--- src/hdl/dsirc_pkg.sv ---
// types, codes and the byte-wide crc-32 update for the dual slot record checker
// no dependencies
`timescale 1ns / 1ps

package dsirc_pkg;

    localparam logic [31:0] CRC_POLY    = 32'hedb8_8320;
    localparam logic [31:0] CRC_ONES    = 32'hffff_ffff;
    localparam logic [31:0] MAGIC_WORD  = 32'h5252_4944;
    localparam logic [7:0]  FORMAT_CODE = 8'd1;
    localparam logic [7:0]  MARKER_CODE = 8'd0;

    localparam logic [7:0] POS_FORMAT    = 8'd4;
    localparam logic [7:0] POS_ID_FIRST  = 8'd5;
    localparam logic [7:0] POS_ID_LAST   = 8'd20;
    localparam logic [7:0] POS_CRC_FIRST = 8'd21;
    localparam logic [7:0] POS_CRC_LAST  = 8'd24;
    localparam logic [7:0] POS_MARKER    = 8'd25;
    localparam logic [7:0] POS_MAX       = 8'd255;
    localparam logic [8:0] MIN_LEN       = 9'd26;

    localparam int ID_BYTES = 16;

    typedef enum logic [1:0] {
        STATUS_NONE     = 2'd0,
        STATUS_FOUND    = 2'd1,
        STATUS_CONFLICT = 2'd2
    } status_t;

    typedef struct packed {
        logic [7:0] data_byte;
        logic       slot_end;
    } in_item_t;

    typedef struct packed {
        status_t     status;
        logic        first_ok;
        logic        second_ok;
        logic [63:0] id_upper;
        logic [63:0] id_lower;
    } out_item_t;

    function automatic logic [31:0] crc_byte(input logic [31:0] crc, input logic [7:0] b);
        logic [31:0] c;
        c = crc ^ {24'd0, b};
        for (int i = 0; i < 8; i++) begin
            c = (c >> 1) ^ (c[0] ? CRC_POLY : 32'd0);
        end
        return c;
    endfunction

    function automatic logic [7:0] magic_byte(input logic [1:0] idx);
        logic [7:0] m;
        unique case (idx)
            2'd0: m = MAGIC_WORD[31:24];
            2'd1: m = MAGIC_WORD[23:16];
            2'd2: m = MAGIC_WORD[15:8];
            default: m = MAGIC_WORD[7:0];
        endcase
        return m;
    endfunction

endpackage

--- src/hdl/dual_slot_identity_record_check_core.sv ---
// dual slot identity record checker: byte stream in, one verdict per slot pair out
// depends on dsirc_pkg
// path: an accepted byte is held in the input register and processed from it;
//   a slot pair's verdict is registered in the output register
// throughput: one byte per cycle while no verdict waits on a stalled output;
//   the eight-step crc update works on the registered input byte
// reset: synchronous active-low aresetn returns to the first slot, offset zero
`timescale 1ns / 1ps

module dual_slot_identity_record_check_core (
    input  logic                 aclk,
    input  logic                 aresetn,
    input  logic                 s_valid,
    output logic                 s_ready,
    input  dsirc_pkg::in_item_t  s_data,
    output logic                 m_valid,
    input  logic                 m_ready,
    output dsirc_pkg::out_item_t m_data
);
    import dsirc_pkg::*;

    logic        in_valid_reg;
    in_item_t    in_data_reg;
    logic        out_valid_reg;
    out_item_t   out_data_reg;

    logic        slot_reg, slot_next;
    logic [7:0]  pos_reg, pos_next;
    logic [31:0] crc_reg, crc_next;
    logic [31:0] stored_reg, stored_next;
    logic        header_reg, header_next;
    logic        first_good_reg, first_good_next;
    logic [127:0] id_reg [2];

    logic        emits, proc, advance, ok;
    logic [7:0]  b, crc_off;
    logic [3:0]  id_idx;
    logic        id_write;
    out_item_t   result;

    assign b       = in_data_reg.data_byte;
    assign emits   = in_data_reg.slot_end && slot_reg;
    assign advance = !out_valid_reg || m_ready;
    assign proc    = in_valid_reg && (!emits || advance);
    assign s_ready = !in_valid_reg || proc;
    assign crc_off = pos_reg - POS_CRC_FIRST;
    assign id_idx  = 4'(pos_reg - POS_ID_FIRST);
    assign id_write = proc && (pos_reg >= POS_ID_FIRST) && (pos_reg <= POS_ID_LAST);

    // per-byte field checks and running state
    always_comb begin
        header_next = header_reg;
        stored_next = stored_reg;
        crc_next    = crc_reg;
        if (pos_reg < POS_FORMAT) begin
            if (b != magic_byte(pos_reg[1:0])) header_next = 1'b0;
        end else if (pos_reg == POS_FORMAT) begin
            if (b != FORMAT_CODE) header_next = 1'b0;
        end else if (pos_reg >= POS_CRC_FIRST && pos_reg <= POS_CRC_LAST) begin
            stored_next = stored_reg | ({24'd0, b} << {crc_off[1:0], 3'd0});
        end else if (pos_reg == POS_MARKER) begin
            if (b != MARKER_CODE) header_next = 1'b0;
        end
        if (pos_reg <= POS_ID_LAST) crc_next = crc_byte(crc_reg, b);
        pos_next = (pos_reg < POS_MAX) ? pos_reg + 8'd1 : pos_reg;
        ok = header_next && ({1'b0, pos_reg} + 9'd1 >= MIN_LEN)
            && ((crc_next ^ CRC_ONES) == stored_next);

        slot_next       = slot_reg;
        first_good_next = first_good_reg;
        if (in_data_reg.slot_end) begin
            slot_next       = !slot_reg;
            first_good_next = slot_reg ? 1'b0 : ok;
            pos_next        = 8'd0;
            crc_next        = CRC_ONES;
            stored_next     = 32'd0;
            header_next     = 1'b1;
        end
    end

    // verdict for the slot pair
    always_comb begin
        result.first_ok  = first_good_reg;
        result.second_ok = ok;
        result.status    = STATUS_NONE;
        result.id_upper  = 64'd0;
        result.id_lower  = 64'd0;
        priority if (first_good_reg && ok && (id_reg[0] != id_reg[1])) begin
            result.status = STATUS_CONFLICT;
        end else if (first_good_reg) begin
            result.status = STATUS_FOUND;
            {result.id_upper, result.id_lower} = id_reg[0];
        end else if (ok) begin
            result.status = STATUS_FOUND;
            {result.id_upper, result.id_lower} = id_reg[1];
        end
    end

    always_ff @(posedge aclk) begin
        if (!aresetn) begin
            in_valid_reg   <= 1'b0;
            out_valid_reg  <= 1'b0;
            slot_reg       <= 1'b0;
            pos_reg        <= 8'd0;
            crc_reg        <= CRC_ONES;
            stored_reg     <= 32'd0;
            header_reg     <= 1'b1;
            first_good_reg <= 1'b0;
        end else begin
            if (s_valid && s_ready) begin
                in_valid_reg <= 1'b1;
            end else if (proc) begin
                in_valid_reg <= 1'b0;
            end
            if (proc && emits) begin
                out_valid_reg <= 1'b1;
            end else if (m_ready) begin
                out_valid_reg <= 1'b0;
            end
            if (proc) begin
                slot_reg       <= slot_next;
                pos_reg        <= pos_next;
                crc_reg        <= crc_next;
                stored_reg     <= stored_next;
                header_reg     <= header_next;
                first_good_reg <= first_good_next;
            end
        end
    end

    always_ff @(posedge aclk) begin
        if (s_valid && s_ready) in_data_reg <= s_data;
        if (proc && emits) out_data_reg <= result;
        for (int k = 0; k < ID_BYTES; k++) begin
            if (id_write && id_idx == 4'(k)) id_reg[slot_reg][127 - 8*k -: 8] <= b;
        end
    end

    assign m_valid = out_valid_reg;
    assign m_data  = out_data_reg;

    a_conflict_both_ok: assert property (@(posedge aclk) disable iff (!aresetn)
        (m_valid && m_data.status == STATUS_CONFLICT) |-> (m_data.first_ok && m_data.second_ok))
        else $error("conflict without two good slots");

    a_id_zero: assert property (@(posedge aclk) disable iff (!aresetn)
        (m_valid && m_data.status != STATUS_FOUND) |-> (m_data.id_upper == 64'd0
            && m_data.id_lower == 64'd0))
        else $error("identity not cleared");

    a_none_no_ok: assert property (@(posedge aclk) disable iff (!aresetn)
        (m_valid && m_data.status == STATUS_NONE) |-> (!m_data.first_ok && !m_data.second_ok))
        else $error("status none with a good slot");

    a_in_loaded: assert property (@(posedge aclk) disable iff (!aresetn)
        (s_valid && s_ready) |=> in_valid_reg)
        else $error("transfer lost at input register");

    a_no_drop: assert property (@(posedge aclk) disable iff (!aresetn)
        (out_valid_reg && !m_ready) |-> !(proc && emits))
        else $error("result overwritten while stalled");

endmodule
--- config.mk ---
export PLATFORM = sky130hd
export DESIGN_NAME = dual_slot_identity_record_check_core
export DESIGN_NICKNAME = d
export VERILOG_FILES = /design/src/hdl/dsirc_pkg.sv /design/src/hdl/dual_slot_identity_record_check_core.sv
export SDC_FILE = /design/constraint.sdc
export NUM_CORES = 1
export LEC_CHECK = 0
export ABC_CLOCK_PERIOD_IN_PS = 8800
export CORE_ASPECT_RATIO = 1.1
export CORE_MARGIN = 2
export CORE_UTILIZATION = 31
export DETAILED_ROUTE_END_ITERATION = 6
export DONT_BUFFER_PORTS = 1
export PLACE_DENSITY = 0.46
export SLEW_MARGIN = 10
export SYNTH_ARGS = -nofsm -noshare
export SYNTH_HDL_FRONTEND = slang
export SYNTH_SLANG_ARGS = --single-unit
--- constraint.sdc ---
create_clock -name aclk -period 8.8 [get_ports aclk]
set_input_delay 0.44 -clock aclk [delete_from_list [all_inputs] [get_ports aclk]]
set_output_delay 0.44 -clock aclk [all_outputs]
set_load 0.05 [all_outputs]
== Word level (Yosys, flattened, before mapping) ==
Memories as Yosys holds them, arrays and structs flattened.
Index checks and enable logic that the tools add are counted.

* Flip-flop bits (word level): 218
* Memory bits (writable): 256
* Input bits: 13
* Output and inout port bits: 134
* Word-level logic and storage cells: 172
* Memories kept: 1

* Add/sub/neg operators: 4
* Order comparisons: 7
* Equal/unequal tests: 23
* Shift operators: 1
* Multiplexer cells: 67
* Bitwise gates (word level): 11
* Reductions and logical operators: 43

{| class="wikitable"
|+ Memory list
! memory !! depth !! bits a word !! read ports !! clocked after memory_dff !! write ports !! RTL line !! RTL
|-
| id_reg || 2 || 128 || 2 || 0 || 1 || dual_slot_identity_record_check_core.sv:33 || <nowiki>logic [127:0] id_reg [2];</nowiki>
|}

{| class="wikitable"
|+ Operator list
! kind !! number
|-
| 32-bit two-way mux || 14
|-
| 128-bit two-way mux || 2
|-
| 31-bit by 32-bit bitwise XOR with 32-bit output || 8
|-
| 128-bit inequality test || 1
|-
| 1-bit two-way mux || 47
|-
| 32-bit equality test || 1
|-
| 4-bit equality test (second input constant) || 8
|-
| 32-bit inverter || 1
|-
| 32-bit bitwise OR || 1
|-
| 8-bit by 5-bit << shifter with 32-bit output || 1
|-
| 32-bit by 8-bit bitwise XOR with 32-bit output || 1
|-
| 1-bit logical AND || 27
|-
| 8-bit two-way mux || 3
|-
| 4-bit by 3-bit equality test with 1-bit output (second input constant) || 4
|-
| 8-bit by 5-bit <= comparator with 1-bit output (second input constant) || 2
|-
| 5-bit one-hot mux with 2 select lines || 1
|-
| 8-bit by 1-bit adder with 9-bit output (second input constant) || 1
|-
| 9-bit by 5-bit >= comparator with 1-bit output (second input constant) || 1
|-
| 8-bit by 1-bit adder with 8-bit output (second input constant) || 1
|-
| 4-bit by 2-bit equality test with 1-bit output (second input constant) || 2
|-
| 8-bit by 3-bit equality test with 1-bit output (second input constant) || 1
|-
| 8-bit by 5-bit equality test with 1-bit output (second input constant) || 1
|-
| 8-bit by 3-bit >= comparator with 1-bit output (second input constant) || 1
|-
| 8-bit by 5-bit >= comparator with 1-bit output (second input constant) || 1
|-
| other kinds (17) || 25
|}

== Longest topological paths before layout ==
* Word-level depth: 23
* Gate-level depth with buffers: 17

== Worst setup path before layout ==
No wires, ideal clock.

* Path type: reg2reg
* Start: register out_valid_reg, in the netlist m_valid
* End: register out_data_reg, in the netlist m_data[0] (enable)
* Setup time: 0.509 ns
* Data arrival time: 4.398 ns
* Required time: 8.291 ns
* Setup slack: 3.893 ns
* Cell stages (with the launch flop): 6
* Period minus slack after synthesis: 4.907 ns
* Path through: dfxtp_1 > nor2b_1 > and3_1 > nor2b_1 > clkbuf_1 > and3_1

* Longest elaborated chain between the ends: 5

{| class="wikitable"
|+ RTL lines
! element !! RTL line !! RTL
|-
| from (decl) || dual_slot_identity_record_check_core.sv:24 || <nowiki>logic out_valid_reg;</nowiki>
|-
| from (signal assigned) || dual_slot_identity_record_check_core.sv:102 || <nowiki>out_valid_reg <= 1'b0;</nowiki>
|-
| from (signal assigned) || dual_slot_identity_record_check_core.sv:116 || <nowiki>out_valid_reg <= 1'b1;</nowiki>
|-
| from (signal assigned) || dual_slot_identity_record_check_core.sv:118 || <nowiki>out_valid_reg <= 1'b0;</nowiki>
|-
| 1-bit logical NOT || dual_slot_identity_record_check_core.sv:43 || <nowiki>assign advance = !out_valid_reg || m_ready;</nowiki>
|-
| 1-bit logical OR || dual_slot_identity_record_check_core.sv:43 ||
|-
| 1-bit logical OR || dual_slot_identity_record_check_core.sv:44 || <nowiki>assign proc = in_valid_reg && (!emits || advance);</nowiki>
|-
| 1-bit logical AND || dual_slot_identity_record_check_core.sv:44 ||
|-
| 1-bit logical AND || dual_slot_identity_record_check_core.sv:133 || <nowiki>if (proc && emits) out_data_reg <= result;</nowiki>
|-
| to (signal assigned) || dual_slot_identity_record_check_core.sv:133 ||
|-
| to (decl) || dual_slot_identity_record_check_core.sv:25 || <nowiki>out_item_t out_data_reg;</nowiki>
|}

No other way between the ends.
A chain may end at the register's enable or synchronous reset.

== Final worst setup path ==
* Start: register pos_reg[0]
* End: register out_data_reg, in the netlist m_data[120] (data pin)

* Longest elaborated chain between the ends: 11
* Elaborated cells on any way between the ends: 36
* Classes of those cells: add/sub: 2; order compare: 5; eq/ne: 6; shift: 1; mux: 13; bitwise: 2; reduce/logical: 7

{| class="wikitable"
|+ RTL lines
! element !! RTL line !! RTL
|-
| from (decl) || dual_slot_identity_record_check_core.sv:28 || <nowiki>logic [7:0] pos_reg, pos_next;</nowiki>
|-
| from (signal assigned) || dual_slot_identity_record_check_core.sv:122 || <nowiki>pos_reg <= pos_next;</nowiki>
|-
| parallel branches: the longest is 8 deep, another holds 2-bit by 1-bit subtractor with 2-bit output || n/a ||
|-
| 1-bit logical AND * || dual_slot_identity_record_check_core.sv:67 || <nowiki>&& ((crc_next ^ CRC_ONES) == stored_next);</nowiki>
|-
| 128-bit two-way mux or 1-bit logical AND (tied branches) || dual_slot_identity_record_check_core.sv:93, dual_slot_identity_record_check_core.sv:88 ||
|-
| 128-bit two-way mux or 1-bit logical AND (tied branches) || dual_slot_identity_record_check_core.sv:90, dual_slot_identity_record_check_core.sv:88 ||
|}

Mark *: on every way between the ends. The select of a mux whose other input is x is not followed.

==> impl_metrics.py <==
metrics = {
    "status": {
        "status": "complete, no violations",
    },
    "placed_design": {
        "pre_cts_ws_ps": 3000,
        "place_congestion": 0.861,
        "place_inst": 2542,
        "place_hpwl_um": 41000,
        "port_buffers": 0,
    },
    "sta": {
        "hold_viol_final": 0,
        "fin_crit_sh_pct": 66.2,
        "final.setup.tns_ps": 0,
        "rsz0062_at_grt": "no",
        "slew_violations": 0,
        "setup_viol": 0,
        "period_needed_ps": 5820,
        "max_freq_mhz": 172,
        "max_slew.worst_pin.slew_ps": 1240,
        "relSlewSlack_pct": 17.3,
        "holdWs_ps": 34.9,
        "fin_skew_ps": 37.6,
        "worst_slack_ps": 2980,
    },
    "clock_tree": {
        "clock-sinks": 474,
        "path_clk_slew_ps": 60,
        "tritoncts": "done",
        "htreeDepth": 2,
        "cts_buffer_depth": 3,
        "ctsResizeCount": 0,
        "root_buffer": "clkbuf_16",
        "worstSkewPairLatency_ps": 620,
        "cts_buffers": 51,
    },
    "worst_setup_path": {
        "r2r-start": "pos_reg[0]",
        "rr_endpoint": "m_data[120]",
        "arrival_ps": 6170,
        "r2r_setup_slack_ps": 2980,
        "endpoint": "m_data[120]",
        "critPathMaxFanout": 67,
        "reg2regPathDepth": 14,
        "critPathLaunch": "pos_reg[0]",
        "criticalPathCategory": "flop to flop",
        "critPathLaunchType": "flop",
        "worstPathRequired_ps": 9150,
        "cp-end-kind": "flop",
    },
    "final_layout": {
        "final_nets": 1708,
        "fillCellCount": 6654,
        "area_delta_synth_final_pct": 11.5,
        "drive_above_1_share_pct": 7.12,
        "largest_reg_flops": 256,
        "antennaDiodeCount": 0,
        "final_cells": 2645,
    },
    "logic_synthesis": {
        "synth.top_cell.area_share_pct": 56.1,
        "synth_nets": 1713,
        "seq_area_frac_synth_pct": 63.3,
        "synth_async_sr_flop_share_pct": 0,
        "syn_area_per_cell_sq_um": 12.6,
        "yosysWarnings": 0,
        "yosysUniqueCellTypes": 67,
        "synth_edf_count": 397,
        "syn_area_sq_um": 21300,
        "syn_inst": 1693,
        "yosys.area.top_type": "edfxtp_1",
        "ys_seq_elements": 474,
        "synth.most_common_cell": "edfxtp_1",
        "synth_top_flop_cell": "edfxtp_1",
        "synthTopCellsByArea": "edfxtp_1, dfxtp_1, xor2_1, a21o_1, nor2_1",
        "synthTopCellsByCount": "edfxtp_1, nor2_1, nand2_1",
    },
    "drt": {
        "routed_wl_um": 62200,
        "drt_iter0_markers": 953,
        "viasPerCell": 4.89,
        "num_vias": 12900,
        "ant_nets": 0,
        "avgRoutedWirePerCell_um": 23.5,
        "drc": 0,
        "drt-pass1-iter-count": 7,
    },
    "floorplanning": {
        "die_h_um": 279,
        "dieArea_sq_um": 70700,
        "fp.dieW_um": 254,
        "initial_core_util_pct": 31.3,
        "core_sq_um": 67800,
        "pin_count": 147,
        "rows": 100,
    },
    "flow_run": {
        "drv_cap": 0,
    },
    "worst_hold_path": {
        "hold_class": "input pin to flop",
    },
    "grt": {
        "antenna_found_initial": 0,
        "grt_pass1_wl_um": 89300,
        "grt_max_degree": 81,
        "grt-ovfl-total": 0,
        "grt_usage_pct": 17.3,
        "grt_pass1_vias": 12600,
    },
    "power": {
        "max-vdd-ir-drop_v": 0.000122,
        "leakagePower_nw": 8.85,
        "cellPowerDensity_nw_per_um2": 217,
    },
}
## cells by family after synthesis
group | synth area share [%]
AO/OA/AOI/OAI | 9.74
XOR/XNOR | 11.5
adder cells (fa/ha/maj) | 0.412
buffers and inverters | 2.87
flip-flops | 63.3
multiplexers | 0.188
AND/OR/NAND/NOR | 12.0
## what timing repair did
action / 4_1_cts / 5_1_grt
setup buffers: 0 / 0
hold buffers: 11 / 0
endpoints found under the setup margin: 0 / 0
hold endpoints to repair: 20 / 0
## cell type report
| class | count | area, sq um | area share (%) |
|---|---|---|---|
| Sequential cell | 474 | 13500 | 56.8 |
| Multi-Input combinational cell | 1118 | 7200 | 30.4 |
| Clock buffer | 62 | 1350 | 5.69 |
| Tap cell | 918 | 1150 | 4.85 |
| Timing Repair Buffer | 32 | 268 | 1.13 |
| Clock inverter | 30 | 236 | 0.998 |
| Inverter | 11 | 41.3 | 0.174 |
## worst max-delay path, stage by stage, from the launching register on
cell and delay (ps):
dfxtp_1 460, inv_1 210, ha_1 300, nor2b_1 170, o22ai_2 810, and2_1 500, a21oi_1 160, xnor2_1 260
nor4b_1 370, nand4_1 210, nor4b_4 290, buf_4 710, buf_4 750, nor2_1 110, a21o_1 190
## placed cells by master, fill, tap and decap left out, types with 10 or more instances in the layout
cell	instances
a21o_1	130
clkinv_2	11
dfxtp_1	76
xnor2_2	10
buf_4	21
and3_1	12
o21ai_0	20
a21oi_1	26
nor2b_1	12
nand2_1	197
o211ai_1	25
inv_1	11
nand3_1	29
dlygate4sd3_1	11
xnor2_1	79
a31oi_1	48
nor2_1	209
clkinv_1	11
nand4_1	14
clkbuf_16	52
nor4_1	37
xor2_1	141
nor3_1	14
edfxtp_1	397
## power by group
part	internal, mW	leakage, nW	switching [mW]
sequential	2.46	3.94	0.0530
combinational	0.244	4.13	0.348
clock	1.13	0.776	0.920
total	3.83	8.85	1.32
## metal layers
metal / vias to the layer above / share of wire, % / global-route usage, %
met4: 0 / 2.8 / 5.22
met1: 6461 / 43 / 22.3
met2: 312 / 50 / 29.7
met5: - / 0 / 0
met3: 72 / 4.4 / 3.09
li1: 6086 / - / -
## worst min path at each step
stage | slack (ps) | cells after the start | to | from
after floorplan | 410 | 0 | m_data[129] | first_good_reg
after global placement | 450 | 2 | stored_reg[25] | stored_reg[25]
after detailed placement | 460 | 2 | stored_reg[25] | stored_reg[25]
after CTS | 10 | 2 | crc_reg[8] | aresetn
after global routing | 50 | 2 | crc_reg[8] | aresetn
final | 30 | 2 | crc_reg[8] | aresetn
## stage by stage
step | total power [mW] | instance area [sq um] | utilization, %
after global routing | 5.33 | 23700 | 35.0
after CTS | 5.21 | 23700 | 35.0
after global placement | 3.15 | 22000 | 32.5
after floorplan | 2.99 | 21300 | -
after detailed placement | 3.15 | 22000 | 32.5
final | 5.15 | 23700 | 35.0
Note: power is estimated with default switching activity, not from simulation.
